**config.mk**
```make
export PLATFORM = sky130hd
export DESIGN_NAME = bayer_dither_rgb332
export DESIGN_NICKNAME = d
export VERILOG_FILES = /design/src/hw/rtl/bdr_pkg.sv /design/src/hw/rtl/bdr_front.sv /design/src/hw/rtl/bdr_quant.sv /design/src/hw/rtl/bayer_dither_rgb332.sv
export SDC_FILE = /design/constraint.sdc
export NUM_CORES = 1
export LEC_CHECK = 0
export BUFFER_PORTS_ARGS = -buffer_cell sky130_fd_sc_hd__buf_2
export CORE_ASPECT_RATIO = 0.6
export CORE_MARGIN = 10
export CORE_UTILIZATION = 35
export DETAILED_ROUTE_END_ITERATION = 8
export PLACE_DENSITY = 0.56
export SLEW_MARGIN = 20
export SYNTH_ARGS = -nofsm -noshare
export SYNTH_HDL_FRONTEND = slang
export SYNTH_HIERARCHICAL = 1
export SYNTH_SLANG_ARGS = --single-unit
```
**constraint.sdc**
```tcl
create_clock -name clock -period 3.54 [get_ports clock]
set_input_delay 0.177 -clock clock [delete_from_list [all_inputs] [get_ports clock]]
set_output_delay 0.177 -clock clock [all_outputs]
set_load 0.005 [all_outputs]
```
**src/hw/rtl/bdr_pkg.sv**
```systemverilog
// ----------------------------------------------------------------------------
// bdr_pkg
// Shared widths, reset values, register codes, the 8x8 Bayer threshold table
// and the pixel stage type for the Bayer dither RGB332 converter.
// ----------------------------------------------------------------------------
package bdr_pkg;

   // pixel and palette widths
   localparam int PIXEL_W   = 8;
   localparam int PALETTE_W = 8;

   // ordered dither matrix geometry
   localparam int DITHER_SIZE = 8;
   localparam int PHASE_W     = $clog2(DITHER_SIZE);
   localparam int BIAS_W      = 7;

   // configuration registers
   localparam int IMAGE_WIDTH_W = 13;
   localparam int CSR_DATA_W    = IMAGE_WIDTH_W;
   localparam int CSR_INDEX_W   = 1;

   localparam int DEFAULT_MAX_IMAGE_WIDTH = 4096;

   localparam logic                     DITHER_ENABLE_RESET = 1'b1;
   localparam logic [IMAGE_WIDTH_W-1:0] IMAGE_WIDTH_RESET   = 13'd640;

   typedef enum logic [CSR_INDEX_W-1:0] {
      CSR_DITHER_ENABLE = 1'b0,
      CSR_IMAGE_WIDTH   = 1'b1
   } csr_index_type;

   // pixel held in the input register with its dither phase
   typedef struct packed {
      logic [PIXEL_W-1:0] red;
      logic [PIXEL_W-1:0] green;
      logic [PIXEL_W-1:0] blue;
      logic [PHASE_W-1:0] col_phase;
      logic [PHASE_W-1:0] row_phase;
   } pixel_stage_type;

   // bayer thresholds, row-major, values 1..64
   localparam logic [BIAS_W-1:0] BAYER_TABLE [DITHER_SIZE*DITHER_SIZE] = '{
      7'd1,  7'd33, 7'd9,  7'd41, 7'd3,  7'd35, 7'd11, 7'd43,
      7'd49, 7'd17, 7'd57, 7'd25, 7'd51, 7'd19, 7'd59, 7'd27,
      7'd13, 7'd45, 7'd5,  7'd37, 7'd15, 7'd47, 7'd7,  7'd39,
      7'd61, 7'd29, 7'd53, 7'd21, 7'd63, 7'd31, 7'd55, 7'd23,
      7'd4,  7'd36, 7'd12, 7'd44, 7'd2,  7'd34, 7'd10, 7'd42,
      7'd52, 7'd20, 7'd60, 7'd28, 7'd50, 7'd18, 7'd58, 7'd26,
      7'd16, 7'd48, 7'd8,  7'd40, 7'd14, 7'd46, 7'd6,  7'd38,
      7'd64, 7'd32, 7'd56, 7'd24, 7'd62, 7'd30, 7'd54, 7'd22
   };

   // threshold lookup by row and column phase
   function automatic logic [BIAS_W-1:0] bayer_bias(input logic [PHASE_W-1:0] row,
                                                    input logic [PHASE_W-1:0] col);
      return BAYER_TABLE[{row, col}];
   endfunction

endpackage

```
**src/hw/rtl/bdr_front.sv**
```systemverilog
// ----------------------------------------------------------------------------
// bdr_front
// Input register and raster position tracker: captures each accepted pixel
// with its column and row phase, then advances the scan position.
// ----------------------------------------------------------------------------
module bdr_front
   import bdr_pkg::*;
#(
   parameter int MAX_IMAGE_WIDTH = DEFAULT_MAX_IMAGE_WIDTH
) (
   input  logic                     clock,
   input  logic                     reset,
   input  logic                     accept,
   input  logic [PIXEL_W-1:0]       red,
   input  logic [PIXEL_W-1:0]       green,
   input  logic [PIXEL_W-1:0]       blue,
   input  logic                     first_pixel,
   input  logic [IMAGE_WIDTH_W-1:0] image_width,
   output pixel_stage_type          stage
);

   localparam int COL_W = $clog2(MAX_IMAGE_WIDTH);
   localparam int CMP_W = (COL_W + 1 > IMAGE_WIDTH_W) ? COL_W + 1 : IMAGE_WIDTH_W;
   localparam logic [CMP_W-1:0] MAX_WIDTH_C = CMP_W'(MAX_IMAGE_WIDTH);

   logic [COL_W-1:0]   col_ff, col_in, col_cur;
   logic [PHASE_W-1:0] row_ff, row_in, row_cur;
   logic [CMP_W-1:0]   width_ext, width_eff, col_inc;
   pixel_stage_type    stage_ff, stage_in;

   // position of this pixel, restarted by the first-pixel flag
   always_comb begin
      col_cur = first_pixel ? '0 : col_ff;
      row_cur = first_pixel ? '0 : row_ff;
   end

   // advance the scan: wrap to the next row at the end of a line
   always_comb begin
      width_ext = CMP_W'(image_width);
      width_eff = (width_ext > MAX_WIDTH_C) ? MAX_WIDTH_C : width_ext;
      col_inc   = CMP_W'(col_cur) + CMP_W'(1);
      if (col_inc >= width_eff) begin
         col_in = '0;
         row_in = row_cur + PHASE_W'(1);
      end else begin
         col_in = col_inc[COL_W-1:0];
         row_in = row_cur;
      end
   end

   // captured pixel with its dither phase
   always_comb begin
      stage_in.red       = red;
      stage_in.green     = green;
      stage_in.blue      = blue;
      stage_in.col_phase = col_cur[PHASE_W-1:0];
      stage_in.row_phase = row_cur;
   end

   // scan position state
   always_ff @(posedge clock) begin
      if (reset) begin
         col_ff <= '0;
         row_ff <= '0;
      end else if (accept) begin
         col_ff <= col_in;
         row_ff <= row_in;
      end
   end

   // input register
   always_ff @(posedge clock) begin
      if (accept) begin
         stage_ff <= stage_in;
      end
   end

   assign stage = stage_ff;

endmodule

```
**src/hw/rtl/bdr_quant.sv**
```systemverilog
// ----------------------------------------------------------------------------
// bdr_quant
// Adds the Bayer bias to each component, saturates at full scale and packs
// the top bits into an RGB332 palette byte.
// ----------------------------------------------------------------------------
module bdr_quant
   import bdr_pkg::*;
(
   input  pixel_stage_type       stage,
   input  logic                  dither_enable,
   output logic [PALETTE_W-1:0]  palette_index
);

   logic [BIAS_W-1:0]  bias;
   logic [PIXEL_W:0]   red_sum, green_sum, blue_sum;
   logic [PIXEL_W-1:0] red_sat, green_sat, blue_sat;

   // threshold from the matrix, zero when dithering is off
   always_comb begin
      bias = dither_enable ? bayer_bias(stage.row_phase, stage.col_phase) : '0;
   end

   // half bias on red and green, full bias on blue
   always_comb begin
      red_sum   = {1'b0, stage.red}   + (PIXEL_W + 1)'(bias[BIAS_W-1:1]);
      green_sum = {1'b0, stage.green} + (PIXEL_W + 1)'(bias[BIAS_W-1:1]);
      blue_sum  = {1'b0, stage.blue}  + (PIXEL_W + 1)'(bias);
   end

   // clamp to full scale
   always_comb begin
      red_sat   = red_sum[PIXEL_W]   ? '1 : red_sum[PIXEL_W-1:0];
      green_sat = green_sum[PIXEL_W] ? '1 : green_sum[PIXEL_W-1:0];
      blue_sat  = blue_sum[PIXEL_W]  ? '1 : blue_sum[PIXEL_W-1:0];
   end

   // rgb332 packing
   assign palette_index = {red_sat[7:5], green_sat[7:5], blue_sat[7:6]};

endmodule

```
**src/hw/rtl/bayer_dither_rgb332.sv**
```systemverilog
// ----------------------------------------------------------------------------
// bayer_dither_rgb332
// An accepted input transaction goes through the input register, then the
// result register, and is presented with rsp_valid. Throughput: one pixel
// per cycle while rsp_stall is low, set by the two-register pipeline.
// Reset clears pipeline valids and the scan position and loads the
// registers with dither on and a 640-pixel line width.
// ----------------------------------------------------------------------------
module bayer_dither_rgb332
   import bdr_pkg::*;
#(
   parameter int MAX_IMAGE_WIDTH = DEFAULT_MAX_IMAGE_WIDTH
) (
   input  logic                   clock,
   input  logic                   reset,
   // configuration port
   input  logic                   csr_write_en,
   input  logic [CSR_INDEX_W-1:0] csr_index,
   input  logic [CSR_DATA_W-1:0]  csr_wdata,
   // pixel channel
   input  logic                   req_valid,
   output logic                   req_stall,
   input  logic [PIXEL_W-1:0]     req_red,
   input  logic [PIXEL_W-1:0]     req_green,
   input  logic [PIXEL_W-1:0]     req_blue,
   input  logic                   req_first_pixel,
   // palette channel
   output logic                   rsp_valid,
   input  logic                   rsp_stall,
   output logic [PALETTE_W-1:0]   rsp_palette_index
);

   logic                     dither_enable_ff;
   logic [IMAGE_WIDTH_W-1:0] image_width_ff;
   logic                     s1_valid_ff, s1_valid_in;
   logic                     s2_valid_ff, s2_valid_in;
   logic [PALETTE_W-1:0]     palette_ff;
   logic [PALETTE_W-1:0]     palette_in;
   logic                     s2_load;
   logic                     req_accept;
   pixel_stage_type          s1_stage;

   // configuration registers
   always_ff @(posedge clock) begin
      if (reset) begin
         dither_enable_ff <= DITHER_ENABLE_RESET;
         image_width_ff   <= IMAGE_WIDTH_RESET;
      end else if (csr_write_en) begin
         unique case (csr_index)
            CSR_DITHER_ENABLE: dither_enable_ff <= csr_wdata[0];
            CSR_IMAGE_WIDTH:   image_width_ff   <= csr_wdata[IMAGE_WIDTH_W-1:0];
            default:           dither_enable_ff <= dither_enable_ff;
         endcase
      end
   end

   // pipeline flow control
   always_comb begin
      s2_load    = !s2_valid_ff || !rsp_stall;
      req_stall  = s1_valid_ff && !s2_load;
      req_accept = req_valid && !req_stall;
      if (req_accept) begin
         s1_valid_in = 1'b1;
      end else if (s2_load) begin
         s1_valid_in = 1'b0;
      end else begin
         s1_valid_in = s1_valid_ff;
      end
      s2_valid_in = s2_load ? s1_valid_ff : s2_valid_ff;
   end

   // input register and scan position
   bdr_front #(
      .MAX_IMAGE_WIDTH(MAX_IMAGE_WIDTH)
   ) u_front (
      .clock       (clock),
      .reset       (reset),
      .accept      (req_accept),
      .red         (req_red),
      .green       (req_green),
      .blue        (req_blue),
      .first_pixel (req_first_pixel),
      .image_width (image_width_ff),
      .stage       (s1_stage)
   );

   // bias, saturate and pack
   bdr_quant u_quant (
      .stage         (s1_stage),
      .dither_enable (dither_enable_ff),
      .palette_index (palette_in)
   );

   // valid bits
   always_ff @(posedge clock) begin
      if (reset) begin
         s1_valid_ff <= 1'b0;
         s2_valid_ff <= 1'b0;
      end else begin
         s1_valid_ff <= s1_valid_in;
         s2_valid_ff <= s2_valid_in;
      end
   end

   // result register
   always_ff @(posedge clock) begin
      if (s2_load && s1_valid_ff) begin
         palette_ff <= palette_in;
      end
   end

   assign rsp_valid         = s2_valid_ff;
   assign rsp_palette_index = palette_ff;

`ifndef SYNTHESIS
   // back pressure only while the input register holds a transaction
   a_stall_needs_item: assert property (@(posedge clock) disable iff (reset)
      req_stall |-> s1_valid_ff)
      else $error("req_stall raised with empty input register");

   // a first pixel always lands at column phase 0, row phase 0
   a_first_pixel_phase: assert property (@(posedge clock) disable iff (reset)
      (req_accept && req_first_pixel) |=>
         (s1_stage.col_phase == '0 && s1_stage.row_phase == '0))
      else $error("first pixel captured with nonzero dither phase");

   // a transaction moved out of the input register shows up as a response
   a_stage_to_result: assert property (@(posedge clock) disable iff (reset)
      (s1_valid_ff && s2_load) |=> rsp_valid)
      else $error("transaction lost between input and result registers");
`endif

endmodule

```
==> impl_results.md, run 1 <==
* Initial antenna violation count at 0
* WL met3 at 604 um
* R2r setup slk at 0.34 ns
* Final std cells w/o fill at 569
* Layout cell share with drive strength beyond 1 at 22.6%
* H-Tree Depth at 3
* YS warnings at 6
* Met2 WL at 3870 um
* Total GRT Usage at 11.5%
* Placer Congestion at 0.861
* CTS tree: built
* Top cells by count, synth: nand2_1, edfxtp_1, dfxtp_1, ha_1, nand3_1
* Syn_nets at 448
* DRT Wirelength at 9080 um
* Crit end category: register
* Register area share after synthesis at 45.8%
* DP Area at 0.00422 sq mm
* Crit-path max FO at 6
* Post-route ant nets at 0
* Worst hold margin at 0.0277 ns
* Quantity of I/O buffers inserted on ports at 53
* CTS sink count at 69
* Min-Delay Path Class: input port to register
* Post-Syn Area per Cell at 10.3 sq um
* R2R Path Start: u_front/col_ff[0]
* Crit Path Class: register to register
* Site Rows at 29
* Compound-Gate Fraction of Synth Area at 18.4%
* Sequential cell area at 0.00176 sq mm
* Largest family of logic cells by synthesized area: simple AND/OR/NAND/NOR gates
* FMAX at 313 MHz
* Initial core utilization at 36.1%
* Placed cells at 552
* Via/cell ratio at 5.24
* Critical Path Max Stage Delay at 0.40 ns
* Cells after Synth at 373
* M1 WL at 4500 um
* Clock Latency Late Sink at 0.33 ns
* Top layer in use: met4
* Peak VDD IR at 0.241 mV
* Critical path cell sequence: nor2b_1 > ha_1 > nand2_1 > or3_1 > a21oi_1 > ha_1 > a21oi_1 > o21ai_0 > a221oi_2 > buf_4 > and2_1 > o311ai_1
* Cell taking the most area after synthesis: edfxtp_1
* Max Cap Viol at 0
* Largest net degree at the start of global routing at 43
* Layout overhead on the synthesized area at 17.3%
* Least-Margin Pin Slew at 0.623 ns
* Clk_skew at 0.00800 ns
* Synth Area in XOR/XNOR at 1.59%
* Final instance area at 0.00451 sq mm
* Worst relative slew slack at 58.5%
* Height of the die at 101 um
* Hold-fix buffers, CTS at 0
* Clock slew at the register clock pins of the worst setup and hold paths at 0.05 ns
* Nets at 500
* RSZ-0062 raised after global routing: no
* Synth Area in Simple Gates at 18.6%
* Number of synthesized flops with an enable pin at 38
* Die W at 155 um
* Synth top area share at 29.6%
* Final worst setup slack at 0.342 ns
* Fill cells at 1,059
* Min cycle time layout at 3.20 ns
* PwrDens at 438 mW/mm^2
* Post-Synth Adder-Cell Area at 10.1%
* Max-slew violation count at 0
* Final-report setup violation count at 0
* Fin crit share at 90.3%
* Num CTS Buffers at 9
* # diodes at 0
* Cell Area, Synth at 0.00385 sq mm
* WL per Instance at 16.0 um
* CTS Buffer Depth at 2
* # DRC at 0
* Slowest stage cell, crit path: dfxtp_1
* Crit path capture: u_front/row_ff[1]
* Ranking of synthesized cells by area: edfxtp_1, dfxtp_1, ha_1
* Final hold violations at 0
* Status: finished clean
* Total grt overflow at 0
* Setup TNS at 0 ns
* First-pass GRT wire length at 14,800 um
* Pre-CTS setup slack at 0.275 ns
* Yosys reg bits at 69
* IO Count at 54
* Initial DRC count at 204
* Vias in the first global route at 2,975
* Root buf cell: clkbuf_16
* Drt first pass iters at 5
* Vias at 2,982
* Post-DP HPWL at 6610 um
* Most common cell in the synthesized netlist: nand2_1
* Synth unique cells at 63
* Critical R2R Capture: u_front/row_ff[1]
* Multi-input logic area at 0.00194 sq mm
* Core Region at 0.0107 sq mm
* Final core area utilization at 42.3%
* CP startpoint kind: register
* Top_reg_cell synth: edfxtp_1
* Synth async-reset ratio at 0%
* Cell depth of the worst flop-to-flop path at 12
* Leak Pwr at 1.81 nW
* Tot Pwr at 1.98 mW
* WP data arrival at 3.38 ns
* Crit path launch: u_front/col_ff[0]
* WP data required at 3.72 ns
* Die area at 0.0157 sq mm
* Post-synthesis mux area share at 1.59%
power breakdown:
part	internal (mW)	switching (mW)	total, mW
combinational	0.0873	0.121	0.208
clock	0.544	0.316	0.860
sequential	0.887	0.0216	0.909
layer usage:
layer / vias up / global-route usage (%)
li1: 1489 / -
met1: 1398 / 15.5
met2: 84 / 16.9
met3: 11 / 4.06
met4: 0 / 3.44
met5: - / 0
state kept, by name, indices dropped and copies added (netlist names):
| register | flops |
|---|---|
| rsp_palette_index | 8 |
| u_front/col_ff | 12 |
| rsp_valid | 1 |
| u_front/row_ff | 3 |
| dither_enable_ff | 1 |
| s1_valid_ff | 1 |
| u_front/stage | 30 |
| image_width_ff | 13 |
critical path: cells and delay by family (launching register included):
kind	cells	cell delay (ns)
simple gates	4	1.02
compound gates	5	0.85
flops	1	0.40
fa+ha+maj	2	0.60
buf+inv	1	0.18
area by class of cell:
type                            count  area share (%)
Clock buffer                       12            5.24
Sequential cell                    69            39.0
Timing Repair Buffer               59            6.87
Multi-Input combinational cell    275            43.0
Clock inverter                      4            1.08
Tap cell                          139            3.85
Inverter                           11           0.915
worst min path at each step:
| stage | start | end | depth (start not counted) |
|---|---|---|---|
| 2_1_floorplan | req_blue[4] | u_front/stage[10] | 0 |
| 6_report | req_red[4] | u_front/stage[26] | 1 |
| 4_1_cts | req_blue[4] | u_front/stage[10] | 1 |
| 3_3_place_gp | req_red[7] | u_front/stage[29] | 1 |
| 3_5_place_dp | req_blue[1] | u_front/stage[7] | 1 |
| 5_1_grt | req_blue[2] | u_front/stage[8] | 1 |
cell usage in the layout, fill, tap and decap left out, types with 6 or more instances in the layout:
cell       instances
nand3_1           31
clkbuf_16          9
a21bo_1            9
o21ai_0           16
nand4_1            8
buf_2             53
dfxtp_1           31
edfxtp_1          38
ha_1              31
nor2_1            18
inv_1             11
a21oi_2           10
nand2_1           40
a21oi_1           22
nor2b_1           11
buf_4              6
cells by family (layout without fill, tap and decap cells):
| family | count (synthesis) | in the layout |
|---|---|---|
| simple gates | 136 | 136 |
| compound gates | 95 | 95 |
| flops | 69 | 69 |
| fa+ha+maj | 31 | 31 |
| buf+inv | 29 | 86 |
| xor+xnor | 7 | 7 |
| mux | 6 | 6 |
timing repair:
action                     CTS  global route
setup endpoints to repair    0            11
resized for setup            0             0
buffers inserted             0             1
No activity file was read; power rests on OpenSTA's default activity.
==> run 2: changes to the inputs <==
Settings changed: ABC_AREA from default to 1.
Clock period 3.54 ns to 3.1 ns, I/O delays scaled along.
==> run 2 against run 1 <==
- sequential cell count did not move
- largest power group unchanged
- sequential share of layout area is 2.5 points lower
- setup slack lost 0.015 ns
- critical path type unchanged
==> impl_results.md, run 2 <==
* Status: finished clean
* Height of the die at 102 um
* Max-slew violation count at 0
* Layout cell share with drive strength beyond 1 at 20.7%
* CTS Buffer Depth at 2
* # diodes at 0
* Initial antenna violation count at 0
* Die W at 157 um
* Min cycle time layout at 2.77 ns
* Critical path cell sequence: inv_1 > nor2_4 > ha_1 > nand3_1 > inv_2 > nand3_2 > nor4_2 > ha_1 > nand2_1 > nor2_1 > nand2_1 > inv_1 > nand2_1 > nand3_1 > nor2_1 > buf_4 > nand2_1 > a21oi_2
* Post-DP HPWL at 6850 um
* Layout overhead on the synthesized area at 22.0%
* WP data required at 3.36 ns
* Number of synthesized flops with an enable pin at 38
* IO Count at 54
* Post-route ant nets at 0
* Ranking of synthesized cells by area: edfxtp_1, dfxtp_1, nand2_1
* Max reg flops at 30
* Most common cell in the synthesized netlist: nand2_1
* Crit-path max FO at 12
* Nets at 630
* Leak Pwr at 2.26 nW
* CP startpoint kind: register
* Cell taking the most area after synthesis: edfxtp_1
* Post-Synth Adder-Cell Area at 9.80%
* Total grt overflow at 0
* Largest family of logic cells by synthesized area: simple AND/OR/NAND/NOR gates
* Largest net degree at the start of global routing at 36
* Num CTS Buffers at 9
* Synth top area share at 28.8%
* Critical Path Max Stage Delay at 0.34 ns
* Setup TNS at 0 ns
* Yosys reg bits at 69
* Root buf cell: clkbuf_16
* Final-report setup violation count at 0
* Post-synthesis mux area share at 0%
* Compound-Gate Fraction of Synth Area at 5.44%
* Final hold violations at 0
* CTS sink count at 69
* Cells after Synth at 478
* Synth unique cells at 36
* Synth async-reset ratio at 0%
* Buf/Inv on CP at 4
* Tot Pwr at 2.24 mW
* DRT Wirelength at 8990 um
* Total GRT Usage at 11.6%
* First-pass GRT wire length at 14,900 um
* Worst relative slew slack at 45.0%
* Clk_skew at 0.00756 ns
* Top cells by count, synth: nand2_1, inv_1, nor2_1, edfxtp_1
* Min-Delay Path Class: input port to register
* WP data arrival at 3.03 ns
* CP dominant cell by count: nand2_1
* H-Tree Depth at 3
* Post-Syn Area per Cell at 8.28 sq um
* Cell Area, Synth at 0.00396 sq mm
* Least-Margin Pin Slew at 0.825 ns
* Placer Congestion at 0.813
* # DRC at 0
* FMAX at 361 MHz
* Syn_nets at 553
* Site Rows at 29
* Commonest non-fill, non-tap cell in the layout: nand2_1
* Vias at 3,128
* PwrDens at 464 mW/mm^2
* Vias in the first global route at 3,045
* Synth Area in XOR/XNOR at 2.56%
* Post-CTS Setup Repair Bufs at 0
* Register area share after synthesis at 44.5%
* Clock Latency Late Sink at 0.32 ns
* Most frequent cells in the layout: nand2_1, inv_1, buf_2
* Drt first pass iters at 4
* Final core area utilization at 44.7%
* Core Region at 0.0108 sq mm
* RSZ-0062 raised after global routing: no
* CTS tree: built
* Top_reg_cell synth: edfxtp_1
* Peak VDD IR at 0.281 mV
* Crit end category: register
* WL per Instance at 12.9 um
* Synth Area in Simple Gates at 29.3%
* Initial core utilization at 36.6%
* Initial DRC count at 135
* Die area at 0.0161 sq mm
* Fin crit share at 89.5%
* Slowest stage cell, crit path: dfxtp_1
* Clock slew at the register clock pins of the worst setup and hold paths at 0.06 ns
* Quantity of I/O buffers inserted on ports at 53
* Crit Path Class: register to register
* Crit-path leading delay family: simple AND/OR/NAND/NOR gates
* Via/cell ratio at 4.47
* Max Cap Viol at 0
* YS warnings at 6
[run 2: layer usage]
| layer | wire length (um) | part of all wire [%] | global-route usage [%] | up-vias |
|---|---|---|---|---|
| met1 | 5070 | 56 | 17.4 | 1370 |
| met5 | 0 | 0 | 0 | - |
| met2 | 3290 | 37 | 15.2 | 70 |
| li1 | - | - | - | 1682 |
| met4 | 82 | 0.91 | 3.65 | 0 |
| met3 | 543 | 6.0 | 3.69 | 6 |
[run 2: report_power, final]
group | total, mW | internal, mW | leakage, nW | switching, mW
combinational | 0.276 | 0.113 | 1.51 | 0.162
clock | 0.920 | 0.535 | 0.129 | 0.385
sequential | 1.04 | 1.02 | 0.624 | 0.0267
total | 2.24 | 1.66 | 2.26 | 0.574
[run 2: final timing paths]
kind	start	endpoint	slack, ns	depth (start not counted)
setup / recovery	u_front/col_ff[0]	u_front/col_ff[7]	0.33	18
hold / removal	req_blue[2]	u_front/stage[8]	0.01	1
setup reg to reg	u_front/col_ff[0]	u_front/col_ff[7]	0.33	18
hold reg to reg	u_front/col_ff[11]	u_front/col_ff[11]	0.47	2
[run 2: per-stage QoR]
stage                     cell area [sq um]  hold WS [ns]  worst slack (ns)  cells
after floorplan                        3960         0.224             0.557    478
after global placement                 4370         0.333             0.311    665
after detailed placement               4370         0.333             0.156    665
after CTS                              4790      0.000208             0.143    696
after global routing                   4830       0.00205           0.00769    699
final                                  4830        0.0120             0.327    699
[run 2: cell type report]
cell class	count	area [sq um]
inverters	73	274
repair buffers	75	475
fillers	1079	5980
flip-flops and latches	69	1760
well taps	139	174
clock buffers	9	225
clock inverters	7	42.5
multi-input cells	327	1880
[run 2: worst reg2reg max path, stage by stage (launching register included)]
cell and delay (ns):
dfxtp_1 0.34, inv_1 0.07, nor2_4 0.17, ha_1 0.22
nand3_1 0.15, inv_2 0.11, nand3_2 0.11, nor4_2 0.24
ha_1 0.30, nand2_1 0.09, nor2_1 0.06, nand2_1 0.09
inv_1 0.05, nand2_1 0.08, nand3_1 0.13, nor2_1 0.11
buf_4 0.20, nand2_1 0.08, a21oi_2 0.12
[run 2: kinds of logic (layout without fill, tap and decap cells)]
kind of cell / count (synthesis) / after routing
flip-flops: 69 / 69
AO/OA/AOI/OAI: 38 / 38
AND/OR/NAND/NOR: 249 / 249
adder cells (fa/ha/maj): 31 / 31
buffers and inverters: 82 / 164
XOR/XNOR: 9 / 9
[run 2: what timing repair did]
item,in CTS,in global routing
hold buffers,15,3
endpoints found under the setup margin,0,14
endpoints found under the hold margin,15,3
gates resized for setup,0,2
==> run 3: changes to the inputs <==
Settings changed: ABC_AREA 1 to 0, SYNTH_HIERARCHICAL 1 to default.
==> run 3 against run 2 <==
- maximum frequency down 3.8%
- cell count down 17%
- clock power up 7.3%
- critical path depth down 4
- synthesized cell count down 25%
- global-route usage about the same
- die area down 6.1%
- clock skew up 0.0015 ns
- non-clock buffer count up 5
- register-to-register slack worse by 0.11 ns
- critical endpoint is now u_front.row_ff[0]
- largest cell class unchanged
- highest routed layer unchanged
==> impl_results.md, run 3 <==
* Syn_nets at 438
* Register area share after synthesis at 48.0%
* Worst relative slew slack at 64.4%
* Top_reg_cell synth: edfxtp_1
* Layout overhead on the synthesized area at 25.1%
* WL per Instance at 15.1 um
* Height of the die at 99.3 um
* Top layer in use: met4
* Synth top area share at 31.1%
* Quantity of I/O buffers inserted on ports at 53
* Initial core utilization at 36.5%
* Yosys reg bits at 69
* Vias in the first global route at 2,832
* Core Region at 0.0101 sq mm
* Drt first pass iters at 4
* Post-DP HPWL at 6460 um
* CTS sink count at 69
* Number of synthesized flops with an enable pin at 38
* IO Count at 54
* Leak Pwr at 1.94 nW
* Post-Syn Area per Cell at 10.2 sq um
* Setup TNS at 0 ns
* Most frequent cells in the layout: nand2_1, buf_2, edfxtp_1
* CTS Buffer Depth at 2
* Clk_skew at 0.00908 ns
* Clock Latency Late Sink at 0.33 ns
* Final hold violations at 0
* Max Cap Viol at 0
* FMAX at 347 MHz
* Site Rows at 28
* DRT Wirelength at 8730 um
* First-pass GRT wire length at 14,600 um
* Peak VDD IR at 0.266 mV
* Post-route ant nets at 0
* Crit end category: register
* Pre-CTS setup slack at 0.0833 ns
* Die W at 152 um
* Cells after Synth at 360
* PwrDens at 496 mW/mm^2
* Synth unique cells at 50
* WP data arrival at 3.10 ns
* H-Tree Depth at 3
* Min-Delay Path Class: input port to register
* Final worst setup slack at 0.219 ns
* # diodes at 0
* CP startpoint kind: register
* Max-slew violation count at 0
* Total GRT Usage at 11.7%
* Fin crit share at 92.9%
* RSZ-0062 raised after global routing: no
* Nets at 516
* Net Sw Frac at 23.6%
* Least-Margin Pin Slew at 0.530 ns
* Internal power at 1.74 mW
* M1 WL at 4690 um
* Total grt overflow at 0
* Top cells by count, synth: nand2_1, edfxtp_1, a21oi_1, ha_1, dfxtp_1
* Initial DRC count at 139
* Part of the power in registers at 45.7%
* Clock share of power at 43.4%
* Final-report setup violation count at 0
* Root buf cell: clkbuf_16
* Most common cell in the synthesized netlist: nand2_1
* Num CTS Buffers at 9
* Die area at 0.0151 sq mm
* Layout cell share with drive strength beyond 1 at 21.2%
* Synth async-reset ratio at 0%
* Switching power at 538 uW
* Largest net degree at the start of global routing at 24
* Cell Area, Synth at 0.00367 sq mm
* Met2 WL at 3460 um
* # DRC at 0
* Final std cells w/o fill at 578
* Crit-path max FO at 5
* Comb pwr share at 10.9%
* CTS tree: built
* Clock slew at the register clock pins of the worst setup and hold paths at 0.06 ns
* Via/cell ratio at 4.94
* Max reg flops at 30
* Min cycle time layout at 2.88 ns
* R2r setup slk at 0.22 ns
* Ranking of synthesized cells by area: edfxtp_1, dfxtp_1, ha_1
* YS warnings at 0
* Initial antenna violation count at 0
* Cell taking the most area after synthesis: edfxtp_1
* Status: finished clean
* WL met3 at 545 um
* WP data required at 3.32 ns
* Placed cells at 546
* Commonest non-fill, non-tap cell in the layout: nand2_1
* Crit Path Class: register to register
* Placer Congestion at 0.818
* Vias at 2,853
## run 3: per-stage QoR
stage | util [%] | area, sq um | hold slack [ns] | total power, mW
after CTS | 45.4 | 4560 | 0.000335 | 2.30
after global placement | 40.9 | 4110 | 0.332 | 1.28
after floorplan | - | 3690 | 0.254 | 1.20
final | 45.7 | 4590 | 0.00958 | 2.28
after global routing | 45.7 | 4590 | 0.00233 | 2.38
after detailed placement | 40.9 | 4110 | 0.334 | 1.29
## run 3: layout make-up
class | instances | area [sq um]
tap | 135 | 169
multi-input combinational | 266 | 1820
sequential | 69 | 1760
clock buffer | 13 | 272
clock inverter | 3 | 18.8
inverter | 12 | 45.0
timing repair buffer | 80 | 508
fill | 970 | 5460
## run 3: final timing paths
kind | from | endpoint | cells past startpoint
min reg2reg | image_width_ff[0] | image_width_ff[0] | 2
min | req_green[0] | u_front.stage[14] | 1
max reg2reg | u_front.col_ff[0] | u_front.row_ff[0] | 14
max | u_front.col_ff[0] | u_front.row_ff[0] | 14
## run 3: kinds of logic after synthesis
| family | after synthesis | share of synthesized area, % |
|---|---|---|
| AOI/OAI and AO/OA | 85 | 13.8 |
| xor gates and xnor gates | 9 | 2.15 |
| adders and majority gates | 34 | 11.6 |
| buffers and inverters | 25 | 3.78 |
| DFF | 69 | 48.0 |
| muxes | 4 | 1.16 |
| and+or+nand+nor | 134 | 19.5 |
## run 3: power by group through the flow
stage / combinational (mW) / sequential, mW / clock (mW)
2_1_floorplan: 0.147 / 1.05 / 0
3_3_place_gp: 0.223 / 1.06 / 0
3_5_place_dp: 0.229 / 1.06 / 0
4_1_cts: 0.246 / 1.04 / 1.01
5_1_grt: 0.284 / 1.05 / 1.05
6_report: 0.248 / 1.04 / 0.987
## run 3: what timing repair did
| action | 4_1_cts | 5_1_grt |
|---|---|---|
| endpoints found under the hold margin | 16 | 0 |
| buffers inserted | 0 | 0 |
| hold buffers | 16 | 0 |
| gates resized for setup | 0 | 5 |
| endpoints found under the setup margin | 0 | 15 |
## run 3: critical path, cell delays in order, from the launching register on
cell and delay [ns]:
dfxtp_1 0.33, nor2b_4 0.18, ha_4 0.17, nand3_1 0.11
nor4b_4 0.30, nand3_1 0.14, xor2_1 0.16, nor2_1 0.06
ha_1 0.31, a21oi_1 0.15, o21ai_0 0.10, a21oi_2 0.17
o41ai_4 0.12, buf_4 0.17, a311o_1 0.31
## run 3: layer usage
metal	global-route usage, %	vias to the layer above
met3	4.17	5
met5	0	-
li1	-	1460
met4	3.32	0
met1	16.5	1322
met2	16.2	66
